<file path="config.mk">
export PLATFORM = sky130hd
export DESIGN_NAME = cnpj_text_check_digit_validator
export DESIGN_NICKNAME = d
export VERILOG_FILES = /design/src/sv/cnpj_pkg.sv /design/src/sv/cnpj_ctrl.sv /design/src/sv/cnpj_datapath.sv /design/src/sv/cnpj_text_check_digit_validator.sv
export SDC_FILE = /design/constraint.sdc
export NUM_CORES = 1
export LEC_CHECK = 0
export ABC_AREA = 1
export BUFFER_PORTS_ARGS = -buffer_cell sky130_fd_sc_hd__buf_2
export CORE_MARGIN = 5
export CORE_UTILIZATION = 40
export DETAILED_ROUTE_END_ITERATION = 16
export GPL_TIMING_DRIVEN = 0
export PLACE_DENSITY_LB_ADDON = 0.3
export SYNTH_ARGS = -nofsm -noshare
export SYNTH_HDL_FRONTEND = slang
export SYNTH_SLANG_ARGS = --single-unit
</file>
<file path="constraint.sdc">
create_clock -name clk -period 22.7 [get_ports clk]
set_input_delay 2.27 -clock clk [delete_from_list [all_inputs] [get_ports clk]]
set_output_delay 2.27 -clock clk [all_outputs]
set_load 0.02 [all_outputs]
</file>
<file path="src/sv/cnpj_pkg.sv">
// Shared types and constants for the company-ID check-digit validator.
package cnpj_pkg;

    localparam int unsigned STORE_DEPTH = 18;
    localparam int unsigned ID_DIGITS   = 14;
    localparam int unsigned MIN_DIGITS  = 3;
    localparam int unsigned COUNT_W     = 5;
    localparam int unsigned STEP_W      = 4;
    localparam int unsigned VALUE_W     = 47;

    localparam logic [7:0] CH_ZERO  = 8'h30;
    localparam logic [7:0] CH_NINE  = 8'h39;
    localparam logic [7:0] CH_DOT   = 8'h2E;
    localparam logic [7:0] CH_SLASH = 8'h2F;
    localparam logic [7:0] CH_DASH  = 8'h2D;

    typedef enum logic [1:0] {
        ERR_NONE     = 2'd0,
        ERR_TOO_LONG = 2'd1,
        ERR_BAD_CHAR = 2'd2,
        ERR_MISMATCH = 2'd3
    } err_code_t;

    typedef enum logic [1:0] {
        ST_COLLECT,
        ST_EVAL,
        ST_FINISH
    } ctrl_state_t;

    typedef struct packed {
        logic accept;      // store one input beat
        logic eval_init;   // clear the digit walk accumulators
        logic eval_step;   // process one padded digit position
        logic load_result; // register the result and restart the string
    } ctrl_cmd_t;

    typedef struct packed {
        logic last_step;
    } dp_status_t;

endpackage

</file>
<file path="src/sv/cnpj_ctrl.sv">
// Controller state machine: collects a string, sequences the digit walk, hands off the result.
module cnpj_ctrl
(
    input  logic                   clk,
    input  logic                   rst_n,
    input  logic                   s_tvalid,
    input  logic                   s_tlast,
    output logic                   s_tready,
    output logic                   m_tvalid,
    input  logic                   m_tready,
    output cnpj_pkg::ctrl_cmd_t    cmd,
    input  cnpj_pkg::dp_status_t   status
);
    import cnpj_pkg::*;

    ctrl_state_t state_reg, state_next;
    logic        out_valid_reg, out_valid_next;

    always_ff @(posedge clk or negedge rst_n)
    begin
        if (!rst_n)
        begin
            state_reg     <= ST_COLLECT;
            out_valid_reg <= 1'b0;
        end
        else
        begin
            state_reg     <= state_next;
            out_valid_reg <= out_valid_next;
        end
    end

    always_comb
    begin
        state_next      = state_reg;
        cmd             = '0;
        s_tready        = 1'b0;
        out_valid_next  = out_valid_reg && !m_tready;
        case (state_reg)
            ST_COLLECT:
            begin
                s_tready = 1'b1;
                if (s_tvalid)
                begin
                    cmd.accept = 1'b1;
                    if (s_tlast)
                    begin
                        cmd.eval_init = 1'b1;
                        state_next    = ST_EVAL;
                    end
                end
            end
            ST_EVAL:
            begin
                cmd.eval_step = 1'b1;
                if (status.last_step)
                begin
                    state_next = ST_FINISH;
                end
            end
            ST_FINISH:
            begin
                // The result register frees up in the same cycle its beat is taken.
                if (!out_valid_reg || m_tready)
                begin
                    cmd.load_result = 1'b1;
                    out_valid_next  = 1'b1;
                    state_next      = ST_COLLECT;
                end
            end
            default:
            begin
                state_next = ST_COLLECT;
            end
        endcase
    end

    assign m_tvalid = out_valid_reg;

endmodule

</file>
<file path="src/sv/cnpj_datapath.sv">
// Datapath: character store, count, digit walk with mod-11 accumulators and result register.
module cnpj_datapath
(
    input  logic                   clk,
    input  logic                   rst_n,
    input  logic [7:0]             char_in,
    input  cnpj_pkg::ctrl_cmd_t    cmd,
    output cnpj_pkg::dp_status_t   status,
    output logic                   id_valid,
    output logic [46:0]            id_value,
    output logic [1:0]             error_code
);
    import cnpj_pkg::*;

    localparam logic [COUNT_W-1:0] COUNT_MAX = '1;
    localparam logic [COUNT_W-1:0] DEPTH_C   = COUNT_W'(STORE_DEPTH);
    localparam logic [COUNT_W-1:0] DIGITS_C  = COUNT_W'(ID_DIGITS);
    localparam logic [COUNT_W-1:0] MIN_C     = COUNT_W'(MIN_DIGITS);
    localparam logic [STEP_W-1:0]  STEP_LAST = STEP_W'(ID_DIGITS - 1);

    // Digit positions inside the masked form NN.NNN.NNN/NNNN-NN.
    localparam logic [COUNT_W-1:0] MASKED_POS [ID_DIGITS] = '{
        5'd0, 5'd1, 5'd3, 5'd4, 5'd5, 5'd7, 5'd8,
        5'd9, 5'd11, 5'd12, 5'd13, 5'd14, 5'd16, 5'd17
    };

    // Remainder by eleven of a value below 128, through a reciprocal multiply.
    function automatic logic [3:0] mod11(input logic [6:0] x);
        logic [14:0] prod;
        logic [3:0]  q;
        logic [6:0]  r;
        prod = x * 8'd187;
        q    = prod[14:11];
        r    = x - 7'(q) * 7'd11;
        return r[3:0];
    endfunction

    logic [7:0]          store [STORE_DEPTH];
    logic [COUNT_W-1:0]  count_reg, count_next;
    logic [STEP_W-1:0]   step_reg, step_next;
    logic [3:0]          sum1_reg, sum1_next;
    logic [3:0]          sum2_reg, sum2_next;
    logic [3:0]          d12_reg, d12_next;
    logic [3:0]          d13_reg, d13_next;
    logic                bad_reg, bad_next;
    logic [VALUE_W-1:0]  value_reg, value_next;

    logic                res_valid_reg;
    logic [VALUE_W-1:0]  res_value_reg;
    err_code_t           res_err_reg;

    logic                masked;
    logic                too_long;
    logic [COUNT_W-1:0]  pad_sum;
    logic [COUNT_W-1:0]  src_raw;
    logic [COUNT_W-1:0]  src_idx;
    logic                present;
    logic [7:0]          ch;
    logic                is_digit;
    logic [7:0]          ch_off;
    logic [3:0]          digit;
    logic [3:0]          w1, w2;
    logic [7:0]          p1, p2;
    logic [3:0]          cd1, cd2;
    err_code_t           err;

    always_ff @(posedge clk)
    begin
        if (cmd.accept && (count_reg < DEPTH_C))
        begin
            store[count_reg] <= char_in;
        end
    end

    always_comb
    begin
        count_next = count_reg;
        if (cmd.load_result)
        begin
            count_next = '0;
        end
        else if (cmd.accept && (count_reg != COUNT_MAX))
        begin
            count_next = count_reg + 1'b1;
        end
    end

    assign masked   = (count_reg == DEPTH_C) && (store[2] == CH_DOT) && (store[6] == CH_DOT)
                      && (store[10] == CH_SLASH) && (store[15] == CH_DASH);
    assign too_long = (count_reg > DEPTH_C) || (!masked && (count_reg > DIGITS_C));

    // Plain strings are right aligned: position i holds character i + n - 14.
    assign pad_sum  = COUNT_W'(step_reg) + count_reg;
    assign src_raw  = masked ? MASKED_POS[step_reg] : (pad_sum - DIGITS_C);
    assign present  = masked || (pad_sum >= DIGITS_C);
    assign src_idx  = (src_raw < DEPTH_C) ? src_raw : '0;
    assign ch       = store[src_idx];
    assign is_digit = (ch >= CH_ZERO) && (ch <= CH_NINE);
    assign ch_off   = ch - CH_ZERO;
    assign digit    = (present && is_digit) ? ch_off[3:0] : 4'd0;

    assign w1 = (step_reg > 4'd3) ? (4'd13 - step_reg) : (4'd5 - step_reg);
    assign w2 = (step_reg > 4'd4) ? (4'd14 - step_reg) : (4'd6 - step_reg);
    assign p1 = (step_reg < 4'd12) ? (w1 * digit) : 8'd0;
    assign p2 = (step_reg < 4'd13) ? (w2 * digit) : 8'd0;

    always_comb
    begin
        step_next  = step_reg;
        sum1_next  = sum1_reg;
        sum2_next  = sum2_reg;
        d12_next   = d12_reg;
        d13_next   = d13_reg;
        bad_next   = bad_reg;
        value_next = value_reg;
        if (cmd.eval_init)
        begin
            step_next  = '0;
            sum1_next  = '0;
            sum2_next  = '0;
            bad_next   = 1'b0;
            value_next = '0;
        end
        else if (cmd.eval_step)
        begin
            step_next  = step_reg + 1'b1;
            sum1_next  = mod11(7'(sum1_reg) + p1[6:0]);
            sum2_next  = mod11(7'(sum2_reg) + p2[6:0]);
            bad_next   = bad_reg || (present && !is_digit);
            value_next = (value_reg << 3) + (value_reg << 1) + VALUE_W'(digit);
            if (step_reg == 4'd12)
            begin
                d12_next = digit;
            end
            if (step_reg == STEP_LAST)
            begin
                d13_next = digit;
            end
        end
    end

    assign status.last_step = (step_reg == STEP_LAST);

    assign cd1 = (sum1_reg < 4'd2) ? 4'd0 : (4'd11 - sum1_reg);
    assign cd2 = (sum2_reg < 4'd2) ? 4'd0 : (4'd11 - sum2_reg);

    always_comb
    begin
        if (too_long)
        begin
            err = ERR_TOO_LONG;
        end
        else if (bad_reg || (!masked && (count_reg < MIN_C)))
        begin
            err = ERR_BAD_CHAR;
        end
        else if ((cd1 != d12_reg) || (cd2 != d13_reg))
        begin
            err = ERR_MISMATCH;
        end
        else
        begin
            err = ERR_NONE;
        end
    end

    always_ff @(posedge clk or negedge rst_n)
    begin
        if (!rst_n)
        begin
            count_reg <= '0;
            step_reg  <= '0;
        end
        else
        begin
            count_reg <= count_next;
            step_reg  <= step_next;
        end
    end

    always_ff @(posedge clk)
    begin
        sum1_reg  <= sum1_next;
        sum2_reg  <= sum2_next;
        d12_reg   <= d12_next;
        d13_reg   <= d13_next;
        bad_reg   <= bad_next;
        value_reg <= value_next;
        if (cmd.load_result)
        begin
            res_valid_reg <= (err == ERR_NONE);
            res_value_reg <= (err == ERR_NONE) ? value_reg : '0;
            res_err_reg   <= err;
        end
    end

    assign id_valid   = res_valid_reg;
    assign id_value   = res_value_reg;
    assign error_code = res_err_reg;

endmodule

</file>
<file path="src/sv/cnpj_text_check_digit_validator.sv">
// Top level of the company-ID text check-digit validator.
//
// Characters of one ID string arrive as input beats, one per cycle, the final one marked by
// s_tlast. The string is either the 18-character masked form NN.NNN.NNN/NNNN-NN or up to 14
// plain digits with leading zeros left out. After the final beat the block stops taking input,
// walks the 14 padded digit positions one per cycle through a single shared step unit that
// accumulates both weighted mod-11 sums and the binary value, then forms the result in the
// finish state, which waits while an earlier result in the output register is not yet taken.
// Input is taken again as soon as the result sits in the output register, before it is taken.
// Error codes: 0 ok, 1 too long, 2 bad character or too short, 3 check digit mismatch; the
// value reads zero unless the ID is valid.
module cnpj_text_check_digit_validator
(
    input  logic        clk,
    input  logic        rst_n,
    input  logic        s_tvalid,
    output logic        s_tready,
    input  logic [7:0]  s_tdata,   // [7:0] char_in
    input  logic        s_tlast,   // last_char
    output logic        m_tvalid,
    input  logic        m_tready,
    output logic [55:0] m_tdata    // [0] id_valid, [47:1] id_value, [49:48] error_code, zeros
);
    import cnpj_pkg::*;

    ctrl_cmd_t          cmd;
    dp_status_t         status;
    logic               id_valid;
    logic [VALUE_W-1:0] id_value;
    logic [1:0]         error_code;

    cnpj_ctrl u_ctrl
    (
        .clk      (clk),
        .rst_n    (rst_n),
        .s_tvalid (s_tvalid),
        .s_tlast  (s_tlast),
        .s_tready (s_tready),
        .m_tvalid (m_tvalid),
        .m_tready (m_tready),
        .cmd      (cmd),
        .status   (status)
    );

    cnpj_datapath u_datapath
    (
        .clk        (clk),
        .rst_n      (rst_n),
        .char_in    (s_tdata),
        .cmd        (cmd),
        .status     (status),
        .id_valid   (id_valid),
        .id_value   (id_value),
        .error_code (error_code)
    );

    assign m_tdata = {6'd0, error_code, id_value, id_valid};

endmodule
</file>
# Word level (Yosys, flattened, before mapping)
# Memories as Yosys holds them, arrays and structs flattened.
# Cells that the tools add are included.
[op_classes] add_sub_neg=17 n_mul=6 n_lt_le_gt_ge=15 eq_ne=16 n_mux=34 bitwise=2 reduce_logical=29
[op_table] op="$add 47x4->47" n=1
[op_table] op="$add 47x47->47" n=1
[op_table] op="$eq 8x6->1 const B" n=4
[op_table] op="$mul 7x8->15 const B" n=2
[op_table] op="$mux 5" n=6
[op_table] op="$mux 4" n=7
[op_table] op="$mux 2" n=9
[op_table] op="$sub 4x4->4 const A" n=4
[op_table] op="$add 4x7->7" n=2
[op_table] op="$mul 4x4->7" n=2
[op_table] op="$mux 7" n=2
[op_table] op="$logic_and 1x1->1" n=12
[op_table] op="$lt 5x5->1 const B" n=2
[op_table] op="$mux 1" n=9
[op_table] op="$eq 4x4->1 const B" n=2
[op_table] op="$ge 8x6->1 const B" n=1
[op_table] op="$le 8x6->1 const B" n=1
[op_table] op="$lt 4x2->1 const B" n=2
[op_table] op="$lt 4x4->1 const B" n=2
[op_table] op="$mul 4x4->4 const B" n=2
[op_table] op="$ne 4x4->1" n=2
[op_table] op="$sub 3x4->4 const A" n=2
[op_table] op="$sub 4x4->4" n=2
[op_table] op="$logic_or 1x1->1" n=6
[op_table] op="26 further kinds" n=34
[word_totals] regBits=126 mem_bits_rw=144 mem_bits_ro=80 out_inout_bits=58 n_memories=2
[memory_table] name="u_datapath.store" words=18 word_bits=8 read_ports=5 rd_clocked_by_memory_dff=0 write_ports=1 line="cnpj_datapath.sv:38" source="logic [7:0] store [STORE_DEPTH];"
[memory_table] name="(no name shown)" words=16 word_bits=5 read_ports=1 rd_clocked_by_memory_dff=0 write_ports=0 line="cnpj_datapath.sv:94" source="assign src_raw = masked ? MASKED_POS[step_reg] : (pad_sum - DIGITS_C);"

# Logic depth before layout (Yosys ltp)
# Gate-level depths: netlist (run 1).
# An unclocked memory read counts as a cell.
[depth] depth_word=20 depth_mapped=74

# Cells and area by module
# Synthesis (run 1) repeated with hierarchy kept, for this count alone.
[unflattened] cells_unflattened=1948 area_unflattened_um2=17973.5
[modules_own_cells] module="cnpj_datapath" instances=1 cells_each=1914 area_each_um2=17749.5 seq_area_each_um2=7412.1
[modules_own_cells] module="cnpj_ctrl" instances=1 cells_each=26 area_each_um2=167.7 seq_area_each_um2=75.1
[modules_own_cells] module="cnpj_text_check_digit_validator" instances=1 cells_each=8 area_each_um2=56.3 seq_area_each_um2=0.0

# Worst setup path after synthesis (run 1)
# OpenSTA, ideal clock, no wires.
[synth_timing] path_type="reg-to-reg" startpoint="reg u_datapath.step_reg[0]" endpoint="reg u_datapath.sum2_reg[3]" setup_time_ps=127 arrival_ps=10923 required_time_ps=22573 setup_slack_ps=11650 path_stages_with_launch=66 period_less_slack_ps=11050 cell_sequence="dfrtp_1 clkbuf_1 clkinv_1 ha_1 inv_1 a22oi_1 nand3_1 nand2_2 nand3_2 nand2_4 nand2_4 inv_4 buf_6 nand3_1 nand3_1 nand3_1 nand2_2 nor2_2 [30 not listed] or2_2 nand2_1 nand2_1 inv_1 nor2_1 ha_1 inv_1 fa_1 inv_1 ha_1 a21o_1 a31oi_1 nand3_1 nand2_1 nand2_1 nand2_1 xnor2_1 a21oi_1"
[synth_via] elab_chain_cells=18 word_cells_on_any_way=29
[synth_rtl] item="start, declared" line="cnpj_datapath.sv:40" source="logic [STEP_W-1:0] step_reg, step_next;"
[synth_rtl] item="start signal, assigned" line="cnpj_datapath.sv:177" source="step_reg <= step_next;"
[synth_rtl] item="branches (longest 11 deep; another with $mem_v2 18x8)"
[synth_rtl] item="$mux 4 (*)" line="cnpj_datapath.sv:100" source="assign digit = (present && is_digit) ? ch_off[3:0] : 4'd0;"
[synth_rtl] item="named net u_datapath.digit[3]" line="cnpj_datapath.sv:61" source="logic [3:0] digit;"
[synth_rtl] item="$mul 4x4->7 (*)" line="cnpj_datapath.sv:105" source="assign p2 = (step_reg < 4'd13) ? (w2 * digit) : 8'd0;"
[synth_rtl] item="$mux 7 (*)" line="cnpj_datapath.sv:105"
[synth_rtl] item="$add 4x7->7 (*)" line="cnpj_datapath.sv:128" source="sum2_next = mod11(7'(sum2_reg) + p2[6:0]);"
[synth_rtl] item="$mul 7x8->15" line="cnpj_datapath.sv:32" source="prod = x * 8'd187;"
[synth_rtl] item="$mul 4x4->4" line="cnpj_datapath.sv:34" source="r = x - 7'(q) * 7'd11;"
[synth_rtl] item="$sub 4x4->4 (*)" line="cnpj_datapath.sv:34"
[synth_rtl] item="end signal, assigned" line="cnpj_datapath.sv:184" source="sum2_reg <= sum2_next;"
[synth_rtl] item="end, declared" line="cnpj_datapath.sv:42" source="logic [3:0] sum2_reg, sum2_next;"
# Mark *: on every way through the listed nets, which the timed path passes. The select of a mux whose other input is x is not followed.
# A chain may end at the register's enable or synchronous reset.

# Worst setup path after layout (run 1)
# Ends and elaborated chain as after synthesis.

==> summary.md, run 1 <==
| Metric | Value |
|---|---|
| Top-area cell type share of the netlist area | `0.3251` |
| Residual DRC | `0` |
| Max Slew Vio Count | `0` |
| Postcts setup bufs | `0` |
| Max Root-Sink Buffers | `3` |
| Max Fclk | `around 0.076 GHz` |
| Synthesized instance count | `around 2100` |
| TritonCTS clock tree | `done` |
| Root buf cell | `clkbuf_16` |
| Clock transition at path regs | `about 0.060 ns` |
| Die area | `approximately 0.051 mm²` |
| Crit. End Element | `flip-flop` |
| Unrepaired setup endpoints after global routing | `no` |
| Fin Setup TNS | `0 ns` |
| Min Tclk post-route | `13.13 ns` |
| Final setup violation count | `0` |
| Drt pass-1 iters | `6` |
| Clock buffer count from CTS | `28` |
| CP peak stage delay | `around 0.56 ns` |
| Worst setup path startpoint | `u_datapath.step_reg[0]` |
| Cts hold-fix bufs | `0` |
| Xor and xnor area share after synthesis | `0.03051` |
| Top_reg_cell synth | `edfxtp_1` |
| Synth area leaders | `edfxtp_1 33%, ha_1 14%, inv_1 7.5%, nand2_1 6.3%, dfxtp_1 6.0%` |
| Routed WL | `approximately 47000 µm` |
| Vias in the first global route | `14730` |
| Io pins | `between 70 and 80` |
| Tightest Pin Transition | `between 0.9 and 1 ns` |
| Post-CTS sizing | `0` |
| Largest area contributor in the netlist | `edfxtp_1` |
| Core ar. | `about 0.046 mm²` |
| Compound-gate portion of the synthesized area | `0.09777` |
| Die X | `between 200 and 250 µm` |
| TritonCTS Sinks | `between 200 and 300` |
| Slowest cell on the critical path | `fa_1` |
| # port buffers | `64` |
| Hold Fails Final Rpt | `0` |
| Share of cells above drive strength 1 | `0.07740` |
| Count of flip-flops with a built-in enable after synthesis | `202` |
| Synthesized-area fraction occupied by and/or/nand/nor cells | `0.1821` |
| # rows | `slightly below 80` |
| Routed Antenna Nets | `0` |
| Synthesis Warnings | `0` |
| Syn avg cell area | `slightly below 9 µm²` |
| Hold path start | `u_datapath.bad_reg` |
| 1st-iter DRT viols | `between 800 and 900` |
| Number of flip-flops under the largest register name | `144` |
| GR Util All Layers | `0.1835` |
| Reg2reg start | `u_datapath.step_reg[0]` |
| Commonest non-fill, non-tap cell in the layout | `inv_1` |
| Vias/cell | `just over 5` |
| Hold WC Path Type | `flip-flop to flip-flop` |
| Area share of fa/ha/maj cells after synthesis | `0.1962` |
| Largest net degree at the start of global routing | `35` |
| Synthesized area | `between 0.015 and 0.02 mm²` |
| CP dominant cell by count | `inv_1` |
| Slew margin rel. | `0.3499` |
| #FFs+latches synth | `270` |
| Max-cap violation count | `0` |
| Final core occ | `0.4457` |
| Critical path launch point type | `flip-flop` |
| Largest family of logic cells by synthesized area | `adder cells` |
| Wirelength per Cell | `between 15 and 20 µm` |
| Crit path kind | `flip-flop to flip-flop` |
| Most frequent cells in the layout | `373 x inv_1, 312 x nand2_1, 240 x nor2_1` |
| Sequential area share after synthesis | `0.4013` |
| Global route overflow | `0` |
| Vias | `between 10000 and 15000` |
| Gpl congestion | `0.9260` |
| Critical path arrival | `around 14 ns` |
| Final period utilization | `0.5783` |
| First-pass GRT wire length | `approximately 76000 µm` |
| Run status | `completed` |
| Crit-path max FO | `10` |
| Mux share of post-synthesis cell area | `0.0005365` |
| Synth async-reset ratio | `0.04444` |
| Post-layout instance area | `0.02066 mm²` |
| Worst endpoint required time | `~23 ns` |
| Area Growth Syn to Fin | `10.74%` |
| H-tree depth | `1` |
| Die height | `226.0 µm` |
| Unique cell type count in the Yosys netlist | `57` |
| Initial core utilization | `0.4025` |
| Final #Nets | `2489` |
| Worst-Skew Late Latency | `between 0.5 and 0.6 ns` |
| DP Wirelength | `between 30000 and 40000 µm` |
| DP Area | `0.01978 mm²` |
| Worst Skew | `0.01958 ns` |
| Initial antenna violation count | `1` |
[per-layer routing]
metal	GRT usage	up-vias	part of all wire
met5	0	-	0
met4	0.05799	0	0.033
met3	0.02249	86	0.041
met2	0.3348	286	0.50
met1	0.2261	6819	0.43
li1	-	7235	-
[final cells by class]
class                           count  area (µm²)
Inverter                          382        1436
Buffer                             45       267.8
Fill cell                        4463       25700
Timing Repair Buffer               65       340.3
Clock buffer                       40       767.0
Antenna cell                        1       2.502
Sequential cell                   270        7487
Clock inverter                     11       108.9
Tap cell                          607       759.5
Multi-Input combinational cell   1422        9493
[worst max-delay path: cells and delay by family, from the launching register on]
kind            cells  cell delay, ns
fa+ha+maj          13            5.31
simple gates       24            2.82
buf+inv            14            2.05
compound gates     11            1.78
xor+xnor            2            0.55
flops               1            0.44
[Yosys cell counts (5+ instances only)]
library cell  count
buf_6             7
ha_1            211
buf_4            10
o221ai_1          5
a21oi_1         108
o211ai_1         32
nor4_1            5
a31oi_1          23
o21ai_0          87
xnor2_1          34
nand4_1          26
nand2_1         312
nand3b_1         13
or2_2             9
o2111ai_1         5
dfrtp_1          12
clkbuf_1         20
nor3_1           16
edfxtp_1        202
o22ai_1           8
buf_2             7
xor2_1           31
nand3_1         125
nor2_1          241
dfxtp_1          56
fa_1             51
inv_1           373
inv_2             7
nor2_2            7
o21a_1           12
[cell families (layout without fill, tap and decap cells)]
logic type	Yosys count	after routing
AND/OR/NAND/NOR	779	779
buffers and inverters	427	543
AO/OA/AOI/OAI	309	309
flip-flops	270	270
adder cells (fa/ha/maj)	262	262
XOR/XNOR	65	65
other	1	7
multiplexers	1	1
[final timing paths]
kind	slack [ns]	to	depth (start not counted)
max in group asynchronous	20.86	u_datapath.step_reg[3]	1
min in group asynchronous	1.59	u_datapath.count_reg[4]	1
worst min-delay path	0.49	u_datapath.bad_reg	2
worst max register to register	9.57	u_datapath.sum2_reg[3]	64
worst max-delay path	9.57	u_datapath.sum2_reg[3]	64
worst min register to register	0.49	u_datapath.bad_reg	2
[stage by stage]
stage	cells	setup WS, ns	hold WS (ns)
5_1_grt	2843	8.523	0.5398
6_report	2843	9.572	0.4921
2_1_floorplan	2119	11.65	0.4560
3_3_place_gp	2790	9.667	0.4632
3_5_place_dp	2791	9.519	0.4837
4_1_cts	2842	9.482	0.4937
Power of run 1 is left out: the tool's default activity adds up to more than one toggle a clock period on the data nets, which glitch-free logic cannot reach.
==> run 2, diff against run 1 <==
- clock period: 22.7 -> 13.1 ns (I/O delays scaled with it)
==> run 2 against run 1 <==
Effect of this change: utilization grew 0.26 points; highest routed layer unchanged; first-iteration DRC count grew 9.1%; non-clock buffer count grew 7; via count grew 0.64%; clock-buffer cell count is the same; fmax grew 7.1%.
==> summary.md, run 2 (same netlist as run 1, synthesis figures left out) <==
| Metric | Value |
|---|---|
| # rows | `79` |
| TritonCTS Sinks | `270` |
| Met3 usage | `0.02249` |
| Hold path start | `u_datapath.bad_reg` |
| Worst Skew | `between 0.02 and 0.025 ns` |
| Buf+Inv Stages, Crit Path | `16` |
| Cell count of the worst hold path | `2` |
| Non-filler cells, final | `roughly 2900` |
| Global route overflow | `0` |
| Die height | `226.0 µm` |
| Min Tclk post-route | `~12 ns` |
| Hold WC Path Type | `flip-flop to flip-flop` |
| Worst hold slack | `0.4934 ns` |
| H-tree depth | `1` |
| Top delay family on crit path | `adder cells` |
| Grt met1 use | `0.2261` |
| Max Fclk | `about 0.082 GHz` |
| Commonest non-fill, non-tap cell in the layout | `inv_1` |
| Final setup violation count | `0` |
| Die X | `around 230 µm` |
| Core ar. | `0.04636 mm²` |
| Initial core utilization | `0.4025` |
| # port buffers | `between 60 and 70` |
| Final period utilization | `0.9358` |
| Critical path arrival | `between 10 and 15 ns` |
| Largest net degree at the start of global routing | `35` |
| Worst-Skew Late Latency | `around 0.57 ns` |
| Reg2reg end | `u_datapath.sum2_reg[3]` |
| Share of cells above drive strength 1 | `0.08519` |
| Crit. End Element | `flip-flop` |
| Clock buffer count from CTS | `28` |
| Number of flip-flops under the largest register name | `144` |
| Reg2reg start | `u_datapath.step_reg[0]` |
| Tightest Pin Transition | `0.9697 ns` |
| Crit-path max FO | `10` |
| Final core occ | `0.4483` |
| Grt peak-use layer | `met2` |
| Cts hold-fix bufs | `0` |
| Initial antenna violation count | `1` |
| Critical path launch point type | `flip-flop` |
| First-pass GRT wire length | `75740 µm` |
| Routed WL | `47140 µm` |
| TritonCTS clock tree | `done` |
| Drt pass-1 iters | `5` |
| Hold Path End | `u_datapath.bad_reg` |
| Wirelength per Cell | `~17 µm` |
| Max-cap violation count | `0` |
| Clock transition at path regs | `0.07 ns` |
| Vias | `between 10000 and 15000` |
| Crit path kind | `flip-flop to flip-flop` |
| Io pins | `71` |
| Placed cells | `roughly 2800` |
| Worst endpoint required time | `around 14 ns` |
| Run status | `completed` |
| GR Util All Layers | `0.1835` |
| Die area | `roughly 0.051 mm²` |
| Final #Nets | `2496` |
| CP peak stage delay | `around 0.56 ns` |
| Area Growth Syn to Fin | `11.39%` |
| GRT met2 Usage | `0.3348` |
| Vias in the first global route | `between 10000 and 15000` |
| R2R cell count | `69` |
| Max Slew Vio Count | `0` |
| Hold Fails Final Rpt | `0` |
| DP Wirelength | `about 37000 µm` |
| Residual DRC | `0` |
| 1st-iter DRT viols | `between 900 and 1000` |
| Max Root-Sink Buffers | `3` |
| Most frequent cells in the layout | `373 x inv_1, 311 x nand2_1, 240 x nor2_1` |
| Worst reg-to-reg setup slack | `roughly 0.84 ns` |
| Routed Antenna Nets | `0` |
| Gpl congestion | `0.9260` |
| Slew margin rel. | `0.3512` |
| Slowest cell on the critical path | `fa_1` |
| Root buf cell | `clkbuf_16` |
| Vias/cell | `around 5.1` |
run 2: how the worst max path moves through the flow:
stage | from | endpoint | slack (ns) | cells past startpoint
after CTS | u_datapath.step_reg[0] | u_datapath.sum2_reg[3] | 0.04 | 64
after floorplan | u_datapath.step_reg[0] | u_datapath.sum2_reg[3] | 2.05 | 65
final | u_datapath.step_reg[0] | u_datapath.sum2_reg[3] | 0.84 | 69
after detailed placement | u_datapath.step_reg[0] | u_datapath.sum2_reg[3] | -0.08 | 64
after global routing | u_datapath.step_reg[0] | u_datapath.sum2_reg[3] | -0.02 | 70
after global placement | u_datapath.step_reg[0] | u_datapath.sum2_reg[3] | 0.07 | 64
run 2: layer usage:
layer | up-vias | routed length [µm]
met5 | - | 0
li1 | 7250 | -
met4 | 0 | 1602
met3 | 93 | 2010
met1 | 6869 | 20050
met2 | 306 | 23480
run 2: cell type report:
class | instances | area (µm²)
Fill cell | 4463 | 25580
Multi-Input combinational cell | 1422 | 9538
Sequential cell | 270 | 7490
Inverter | 382 | 1438
Clock buffer | 40 | 767.0
Tap cell | 607 | 759.5
Timing Repair Buffer | 72 | 405.4
Buffer | 45 | 274.0
Clock inverter | 11 | 108.9
Antenna cell | 1 | 2.502
run 2: worst reg2reg max path, delay by kind of cell (launching register included):
kind,cells,cell delay (ns)
AOI/OAI and AO/OA,7,1.02
xor gates and xnor gates,1,0.15
adders and majority gates,15,5.83
buffers and inverters,16,1.22
DFF,1,0.45
and+or+nand+nor,30,3.48
run 2: through the flow:
stage	area, µm²	setup TNS (ns)	setup WS (ns)
floorplan	18680	0	2.050
detailed placement	19780	-0.08105	-0.08105
global route	20780	-0.01939	-0.01939
global placement	19760	0	0.06690
CTS	20660	0	0.04467
finish	20780	0	0.8416
run 2: repair_timing:
action	4_1_cts	5_1_grt
setup endpoints to repair	1	4
endpoints found under the hold margin	0	0
setup buffers	0	7
pin swaps	0	6
cloned	0	0
gates resized for setup	1	16
Power of run 2 is left out for the same reason.
==> run 3, diff against run 2 <==
- REMOVE_ABC_BUFFERS: unset -> 1
==> run 3 against run 2 <==
Effect of this change: clock skew shrank 0.0047 ns; utilization is essentially flat; first-iteration DRC count shrank 7.5%; register-to-register slack lost 0.07 ns; critical path depth shrank 3; global-route usage shrank 1.3 points; hold slack lost 0.0012 ns; final cell count shrank 0.95%; fmax shrank 0.56%; critical path type unchanged; critical endpoint unchanged.
==> summary.md, run 3 (same netlist as run 1, synthesis figures left out) <==
| Metric | Value |
|---|---|
| Wirelength per Cell | `15.55 µm` |
| DP Wirelength | `around 33000 µm` |
| Worst Skew | `0.01536 ns` |
| Global route overflow | `0` |
| Max Root-Sink Buffers | `3` |
| TritonCTS Sinks | `270` |
| TritonCTS clock tree | `done` |
| Min Tclk post-route | `between 10 and 15 ns` |
| # rows | `79` |
| Crit. End Element | `flip-flop` |
| Worst endpoint required time | `13.52 ns` |
| GR Util All Layers | `0.1702` |
| Drt pass-1 iters | `6` |
| Critical path launch point type | `flip-flop` |
| Routed Antenna Nets | `0` |
| Tightest Pin Transition | `between 0.8 and 0.9 ns` |
| Crit path kind | `flip-flop to flip-flop` |
| Commonest non-fill, non-tap cell in the layout | `inv_1` |
| Io pins | `71` |
| Root buf cell | `clkbuf_16` |
| Worst-Skew Late Latency | `approximately 0.57 ns` |
| Initial core utilization | `0.4025` |
| Reg2reg start | `u_datapath.step_reg[0]` |
| Slew margin rel. | `0.4122` |
| Share of cells above drive strength 1 | `0.08713` |
| Die area | `roughly 0.051 mm²` |
| Final period utilization | `0.9410` |
| Clock transition at path regs | `0.06 ns` |
| Placed cells | `2746` |
| Core ar. | `0.04636 mm²` |
| Vias in the first global route | `14260` |
| Max-cap violation count | `0` |
| Final setup violation count | `0` |
| Gpl congestion | `roughly 0.9` |
| Most frequent cells in the layout | `372 x inv_1, 308 x nand2_1, 240 x nor2_1` |
| Critical path arrival | `about 13 ns` |
| Fill count | `4409` |
| Worst reg-to-reg setup slack | `~0.77 ns` |
| CP peak stage delay | `0.55 ns` |
| Number of flip-flops under the largest register name | `approximately 140` |
| First-pass GRT wire length | `71940 µm` |
| Vias/cell | `5.087` |
| Worst setup path startpoint | `u_datapath.step_reg[0]` |
| Final #Nets | `between 2000 and 2500` |
| Area Growth Syn to Fin | `11.49%` |
| Residual DRC | `0` |
| Largest net degree at the start of global routing | `84` |
| Die X | `226.0 µm` |
| Run status | `completed` |
| CP dominant cell by count | `nand2_1` |
| Hold WC Path Type | `flip-flop to flip-flop` |
| # port buffers | `64` |
| Slowest cell on the critical path | `fa_1` |
| Vias | `14360` |
| 1st-iter DRT viols | `slightly below 900` |
| Die height | `226.0 µm` |
| Hold Fails Final Rpt | `0` |
| Non-filler cells, final | `between 2000 and 3000` |
| Crit-path max FO | `17` |
| Max Slew Vio Count | `0` |
| Cts hold-fix bufs | `0` |
| Hold path start | `u_datapath.bad_reg` |
| Initial antenna violation count | `1` |
| H-tree depth | `1` |
| Clock buffer count from CTS | `31` |
| Max Fclk | `0.08112 GHz` |
| Routed WL | `43890 µm` |
==> run 3: cell types whose count changed in the layout (fill, tap and decap cells not counted), moves of 2 or more <==
cell       previous run  this run
clkbuf_1             30         8
buf_6                 7         0
buf_2                70        64
nand2_1             311       308
nand2_8               0         3
clkbuf_16            29        31
clkbuf_4              2         0
clkbuf_8              0         2
nand2_4               3         5
nand3_1             124       122
==> run 3: through the flow <==
stage	setup TNS (ns)	setup slack [ns]	utilization	hold WS (ns)	cell area, µm²
final	0	0.7731	0.4487	0.4921	20800
after global routing	-0.01803	-0.01803	0.4487	0.5462	20800
after detailed placement	-1.946	-0.7932	0.4211	0.4811	19520
after global placement	-1.477	-0.6296	0.4204	0.4744	19490
after CTS	0	0.02910	0.4437	0.4899	20570
after floorplan	0	1.759	-	0.4560	18410
==> run 3: cell type report <==
class / count / area, µm² / area share
inverters: 382 / 1438 / 0.06911
clock inverters: 16 / 175.2 / 0.008421
well taps: 607 / 759.5 / 0.03651
multi-input cells: 1424 / 9637 / 0.4632
clock buffers: 41 / 833.3 / 0.04006
flip-flops and latches: 270 / 7490 / 0.3600
diodes: 1 / 2.502 / 0.0001203
repair buffers: 82 / 467.9 / 0.02249
==> run 3: repair_timing <==
item                                    CTS  global route
buffers inserted                          0            17
cloned                                    0             2
endpoints found under the hold margin     0             0
pin swaps                                 0             5
endpoints found under the setup margin    4             4
gates resized for setup                   6            17
==> run 3: critical path, delay by kind of cell (launching register included) <==
family | cells | cell delay, ns
AO/OA/AOI/OAI | 6 | 0.87
buffers and inverters | 13 | 0.89
AND/OR/NAND/NOR | 31 | 3.69
XOR/XNOR | 1 | 0.14
adder cells (fa/ha/maj) | 15 | 6.06
flip-flops | 1 | 0.46
==> run 3: path summary, 6_finish.rpt <==
path,to,cells past startpoint
max in group asynchronous,u_datapath.step_reg[0],1
setup reg to reg,u_datapath.sum2_reg[3],66
hold reg to reg,u_datapath.bad_reg,2
setup / recovery,u_datapath.sum2_reg[3],66
hold / removal,u_datapath.bad_reg,2
min in group asynchronous,u_datapath.step_reg[3],1
==> run 3: per-layer routing <==
layer	GRT usage	part of all wire	up-vias
li1	-	-	7193
met1	0.2311	0.45	6774
met2	0.2922	0.47	325
met3	0.02288	0.048	68
met4	0.03690	0.023	0
met5	0	0	-
Power of run 3 is left out for the same reason.
